==> src/hdl/cpr_pkg.sv <==
// Package for the clock page replacement unit.
// Holds the saturation limit of the fault counter; no dependencies.
package cpr_pkg;
  localparam int unsigned FaultMax = 32'hFFFF_FFFF;
endpackage

==> src/hdl/cpr_ram.sv <==
// Generic single-port-write, single-read RAM with registered read data.
// No dependencies.
module cpr_ram #(
  parameter int unsigned Width = 8,
  parameter int unsigned Depth = 16
) (
  input  logic                     clk_i,
  input  logic                     we_i,
  input  logic [$clog2(Depth > 1 ? Depth : 2)-1:0] waddr_i,
  input  logic [Width-1:0]         wdata_i,
  input  logic [$clog2(Depth > 1 ? Depth : 2)-1:0] raddr_i,
  output logic [Width-1:0]         rdata_o
);
  logic [Width-1:0] mem_q [Depth];

  always_ff @(posedge clk_i) begin
    if (we_i) begin
      mem_q[waddr_i] <= wdata_i;
    end
    rdata_o <= mem_q[raddr_i];
  end
endmodule

==> src/hdl/clock_page_replacement_unit.sv <==
// Top level of the clock page replacement unit.
// Uses cpr_pkg and one cpr_ram for the frame page numbers.
//
// channel | dir | handshake         | payload
// req     | in  | req_valid/ready   | page_i, last_in_run_i
// rsp     | out | rsp_valid/ready   | hit_o, frame_o, evicted_*_o, fault_count_o, run_end_o
// cfg     | in  | cfg_we_i          | cfg_data_i (frames_in_use)
//
// A request is scanned for a hit over the N active frames (one RAM read per frame,
// each compare in the cycle after its read), then on a fault the hand sweeps and
// the old page is read and the new one written, then the response is posted. The
// single RAM read port makes the hit scan read the frames one after another.
// Reset clears valid and reference bits, the hand and the counter at once.
// A response waits in its register; the next request is taken once it is gone.
module clock_page_replacement_unit #(
  parameter int unsigned FRAMES    = 16,
  parameter int unsigned PAGE_BITS = 20
) (
  input  logic                 clk_i,
  input  logic                 rst_ni,
  input  logic                 cfg_we_i,
  input  logic [4:0]           cfg_data_i,
  input  logic                 req_valid_i,
  output logic                 req_ready_o,
  input  logic [19:0]          page_i,
  input  logic                 last_in_run_i,
  output logic                 rsp_valid_o,
  input  logic                 rsp_ready_i,
  output logic                 hit_o,
  output logic [3:0]           frame_o,
  output logic                 evicted_valid_o,
  output logic [19:0]          evicted_page_o,
  output logic [31:0]          fault_count_o,
  output logic                 run_end_o
);
  localparam int unsigned IdxW = FRAMES > 1 ? $clog2(FRAMES) : 1;
  localparam int unsigned CntW = $clog2(FRAMES + 1);

  typedef enum logic [2:0] {
    S_IDLE, S_SCAN, S_SWEEP, S_EVICT, S_DONE
  } state_e;

  state_e                state_q;
  logic [4:0]            fiu_q;
  logic [FRAMES-1:0]     valid_q, refb_q;
  logic [IdxW-1:0]       hand_q, idx_q, ridx_q;
  logic [31:0]           faults_q;
  logic [PAGE_BITS-1:0]  page_q, rdata;
  logic                  last_q, rd_pend_q, hit_q, evv_q;
  logic [IdxW-1:0]       frame_q;
  logic [PAGE_BITS-1:0]  evp_q;
  logic [CntW-1:0]       n_act;
  logic                  we;
  logic [IdxW-1:0]       raddr;

  always_comb begin
    if (fiu_q == 5'd0) n_act = CntW'(1);
    else if (32'(fiu_q) > FRAMES) n_act = CntW'(FRAMES);
    else n_act = CntW'(fiu_q);
  end

  function automatic logic [IdxW-1:0] wrap_inc(logic [IdxW-1:0] v, logic [CntW-1:0] n);
    logic [CntW:0] s;
    s = (CntW+1)'(v) + 1'b1;
    return (s >= (CntW+1)'(n)) ? '0 : IdxW'(s);
  endfunction

  assign req_ready_o = (state_q == S_IDLE) && !rsp_valid_o;
  assign we          = (state_q == S_EVICT) && rd_pend_q;
  assign raddr       = idx_q;

  cpr_ram #(.Width(PAGE_BITS), .Depth(FRAMES)) u_pages (
    .clk_i, .we_i(we), .waddr_i(ridx_q), .wdata_i(page_q),
    .raddr_i(raddr), .rdata_o(rdata)
  );

  assign frame_o        = 4'(frame_q);
  assign evicted_page_o = 20'(evp_q);

  always_ff @(posedge clk_i or negedge rst_ni) begin
    if (!rst_ni) begin
      state_q <= S_IDLE; fiu_q <= 5'd16; valid_q <= '0; refb_q <= '0;
      hand_q <= '0; faults_q <= '0; rsp_valid_o <= 1'b0; rd_pend_q <= 1'b0;
      idx_q <= '0; ridx_q <= '0;
    end else begin
      if (cfg_we_i) fiu_q <= cfg_data_i;
      if (rsp_valid_o && rsp_ready_i) rsp_valid_o <= 1'b0;
      case (state_q)
        S_IDLE: begin
          if (req_valid_i && req_ready_o) begin
            page_q <= PAGE_BITS'(page_i); last_q <= last_in_run_i;
            idx_q <= '0; rd_pend_q <= 1'b0; state_q <= S_SCAN;
          end
        end
        S_SCAN: begin
          // read of idx_q issued this cycle; compare previous read
          rd_pend_q <= 1'b1; ridx_q <= idx_q;
          if (rd_pend_q && valid_q[ridx_q] && rdata == page_q) begin
            hit_q <= 1'b1; frame_q <= ridx_q; evv_q <= 1'b0; evp_q <= '0;
            refb_q[ridx_q] <= 1'b1; state_q <= S_DONE;
          end else if (rd_pend_q && (CntW+1)'(ridx_q) + 1'b1 >= (CntW+1)'(n_act)) begin
            hit_q <= 1'b0;
            if (faults_q != cpr_pkg::FaultMax) faults_q <= faults_q + 1'b1;
            if ((CntW+1)'(hand_q) >= (CntW+1)'(n_act)) hand_q <= '0;
            state_q <= S_SWEEP;
          end else if ((CntW+1)'(idx_q) + 1'b1 < (CntW+1)'(n_act)) begin
            idx_q <= idx_q + 1'b1;
          end
        end
        S_SWEEP: begin
          if (refb_q[hand_q]) begin
            refb_q[hand_q] <= 1'b0; hand_q <= wrap_inc(hand_q, n_act);
          end else begin
            idx_q <= hand_q; ridx_q <= hand_q; state_q <= S_EVICT;
            rd_pend_q <= 1'b0;
          end
        end
        S_EVICT: begin
          // the old page is read first, write waits for the old value
          if (!rd_pend_q) begin
            rd_pend_q <= 1'b1;
          end else begin
            frame_q <= ridx_q; evv_q <= valid_q[ridx_q];
            evp_q <= valid_q[ridx_q] ? rdata : '0;
            valid_q[ridx_q] <= 1'b1; refb_q[ridx_q] <= 1'b1;
            hand_q <= wrap_inc(ridx_q, n_act); state_q <= S_DONE;
          end
        end
        S_DONE: begin
          rsp_valid_o <= 1'b1; hit_o <= hit_q; evicted_valid_o <= evv_q;
          fault_count_o <= faults_q; run_end_o <= last_q;
          if (last_q) begin
            valid_q <= '0; refb_q <= '0; hand_q <= '0; faults_q <= '0;
          end
          state_q <= S_IDLE;
        end
        default: state_q <= S_IDLE;
      endcase
    end
  end
endmodule

==> config.mk <==
export PLATFORM = sky130hd
export DESIGN_NAME = clock_page_replacement_unit
export DESIGN_NICKNAME = d
export VERILOG_FILES = /design/src/hdl/cpr_pkg.sv /design/src/hdl/cpr_ram.sv /design/src/hdl/clock_page_replacement_unit.sv
export SDC_FILE = /design/constraint.sdc
export NUM_CORES = 1
export LEC_CHECK = 0
export BUFFER_PORTS_ARGS = -buffer_cell sky130_fd_sc_hd__buf_4
export CORE_MARGIN = 10
export CORE_UTILIZATION = 45
export CTS_BUF_LIST = sky130_fd_sc_hd__clkbuf_16
export DETAILED_ROUTE_END_ITERATION = 7
export SKIP_CTS_REPAIR_TIMING = 1
export SKIP_LAST_GASP = 1
export SLEW_MARGIN = 20
export SYNTH_ARGS = -nofsm -noshare
export SYNTH_HDL_FRONTEND = slang
export SYNTH_SLANG_ARGS = --single-unit
export TNS_END_PERCENT = 5
==> constraint.sdc <==
create_clock -name clk_i -period 5.8 [get_ports clk_i]
set_input_delay 0.29 -clock clk_i [delete_from_list [all_inputs] [get_ports clk_i]]
set_output_delay 0.29 -clock clk_i [all_outputs]
set_load 0.005 [all_outputs]
==> results.cfg <==
[power]
power_frac_comb_pct = 20.6
switchingPower_mw = 2.84
pwr-share-seq_pct = 46.3
powerDensity_mw_per_mm2 = 416
power.internal_mw = 7.17
clkPwrFrac_pct = 33.1
ir_drop_mv = 0.287
power.leakage_nw = 8.41
swShare_pct = 28.4

[synthesis]
synth.ff_latch_count = 508
synth_compound_area_share_pct = 6.01
synth_top_area_share_pct = 58.4
synth_area_mm2 = 0.0207
yosys_warnings = 0
synth_top_family_by_area = multiplexers
ys_async_sr_fraction_pct = 16.9
ys_top_cells_by_area = edfxtp_1, mux4_2, dfrtp_1
synth_nets = 1249
syn_inst = 1193
synth.largest_area_cell = edfxtp_1
synth.top_cells.by_count = edfxtp_1, mux4_2, dfrtp_1
synthMuxAreaShare_pct = 12.6
synthSimpleGateAreaFrac_pct = 6.18
synth-edff-count = 402
ys.flop_type = edfxtp_1
synth.most_common_cell = edfxtp_1
synthAdderAreaFrac_pct = 1.61
synth_xor_area_share_pct = 1.10
syn_area_per_cell_um2 = 17.3
synth.yosys.seq_area_share_pct = 70.7
synth_cell_types = 68

[flow_run]
maxCapViolations = 0

[cts]
clock_latency_ps = 610
clk_path_buf_depth = 3
cts_sinks = 508
root_buffer = clkbuf_16
cts_tree = done
cts_buffers = 52
ctsHtreeMaxLevel = 2
clk_pin_slew_worst_paths_ps = 60

[drt]
viasPerCell = 5.74
routed_wirelength_um = 48300
num_vias = 11328
drt_pre_antenna_iters = 5
drt_iter0_markers = 1088
drc_errors = 0
ant_nets = 0
wl_per_cell_um = 24.5

[placed_design]
dp_hpwl_um = 27700
place_area_mm2 = 0.0221
port_buffers = 91
place.gp.congestion = 0.817
dp_cells = 1847

[sta]
setup_viol = 0
worst_slew_pin_slew_ps = 1090
finalMaxSlewViolations = 0
hold_violations = 0
fin_skew_ps = 15.8
rsz0062_at_grt = no
slew_headroom_pct = 26.4
timing.fmax_mhz = 250
holdWs_ps = 140
fin_tns_setup_ps = 0
period_needed_ps = 4010
post-route-period-util_pct = 69.1

[die]
dieArea_mm2 = 0.0549
fp.dieW_um = 234
fp-row-count = 78
ios = 92
core_mm2 = 0.0454
fp.dieH_um = 234
start_util_pct = 45.6

[worst_hold_path]
hp-class = in2reg

[critical_path]
cp_max_fo = 25
startpoint_type = register
arrival_ps = 4240
end_kind = register
crit_type = reg2reg
worstPathRequired_ps = 6040

[final_layout]
instances_no_fill = 1973
drive_gt1_share_pct = 25.0
final_util_pct = 53.1
layout.nets = 1386
final_area_mm2 = 0.0241
nFillCells = 3648
area_growth_pct = 16.4
antenna_cells = 0

[grt]
grt_max_degree = 58
grt_usage_pct = 17.8
grt_pass1_vias = 11454
antenna_found_initial = 0
grt_overflow = 0
grt_pass1_wl_um = 73400

[run_status]
status = complete, no violations
## power by group through the flow
stage | combinational (mW) | sequential (mW) | clock (mW)
floorplan | 1.63 | 4.46 | 0
finish | 2.07 | 4.64 | 3.32
global route | 2.24 | 4.69 | 3.56
detailed placement | 2.06 | 4.71 | 0
global placement | 2.04 | 4.71 | 0
CTS | 2.07 | 4.65 | 3.39
## cell type report
type | instances | area [µm²] | area share (%)
multi-input combinational | 603 | 5750 | 23.9
inverter | 20 | 75.1 | 0.312
tap | 600 | 751 | 3.12
timing repair buffer | 145 | 1160 | 4.82
clock inverter | 44 | 382 | 1.58
clock buffer | 53 | 1330 | 5.51
sequential | 508 | 14600 | 60.8
## state kept, by name (all words and copies together) (netlist names)
name,cells
evicted_page_o,20
evicted_valid_o,1
evv_q,1
fault_count_o,32
faults_q,32
fiu_q,5
frame_o,4
hand_q,4
hit_o,1
hit_q,1
idx_q,4
last_q,1
page_q,20
rd_pend_q,1
refb_q,16
ridx_q,4
rsp_valid_o,1
run_end_o,1
state_q,3
u_pages.mem_q,320
u_pages.rdata_o,20
valid_q,16
## metrics by stage
step	setup slack, ps	power [mW]
after floorplan	2690	6.09
after global placement	1910	6.76
after global routing	1590	10.5
after CTS	1830	10.1
after detailed placement	1840	6.78
final	1790	10.0
## routing by layer
metal | track usage (%) | wire length [µm] | vias up
met5 | 0 | 0 | -
met4 | 5.23 | 1060 | 0
met3 | 3.88 | 3180 | 75
met2 | 28.3 | 23300 | 351
met1 | 24.3 | 20700 | 5864
li1 | - | - | 5038
## kinds of logic after synthesis
kind of cell,Yosys count
AO/OA/AOI/OAI,176
XOR/XNOR,26
adder cells (fa/ha/maj),27
buffers and inverters,82
flip-flops,508
multiplexers,124
AND/OR/NAND/NOR,250
## path summary, 6_finish.rpt
check / start / endpoint / slack [ps] / depth (start not counted)
setup / recovery: page_q[19] / evicted_page_o[17] / 1790 / 7
hold / removal: req_valid_i / state_q[0] / 140 / 4
setup reg to reg: page_q[19] / evicted_page_o[17] / 1790 / 7
hold reg to reg: hit_q / hit_o / 440 / 0
max in group asynchronous: rst_ni / faults_q[26] / 4500 / 3
min in group asynchronous: rst_ni / refb_q[1] / 260 / 2
## worst max-delay path, cell delays in order, from the launching register on
cell,delay (ps)
edfxtp_1,590
xnor2_1,460
nand4b_1,140
nor4_1,930
a31oi_4,280
nor2b_1,190
buf_4,260
and3_2,750
## placed cells by master, fill, tap and decap left out, drive strengths merged, types with 3 or more instances in the layout
cell type,instances
a21o,8
a21oi,36
a22o,3
a22oi,6
a2bb2oi,4
a31oi,32
a41oi,23
and2,25
and3,19
and4,5
buf,116
bufinv,6
clkbuf,53
clkinv,25
dfrtp,85
dfxtp,20
dlygate4sd3,29
edfxtp,402
ha,25
inv,32
mux2,9
mux2i,7
mux4,108
nand2,67
nand2b,9
nand3,24
nand4,13
nor2,49
nor2b,10
nor3,10
nor4,12
o21a,13
o21ai,29
o31a,3
o31ai,5
or3,3
xnor2,16
xor2,10
(Power assumes the default switching activity.)
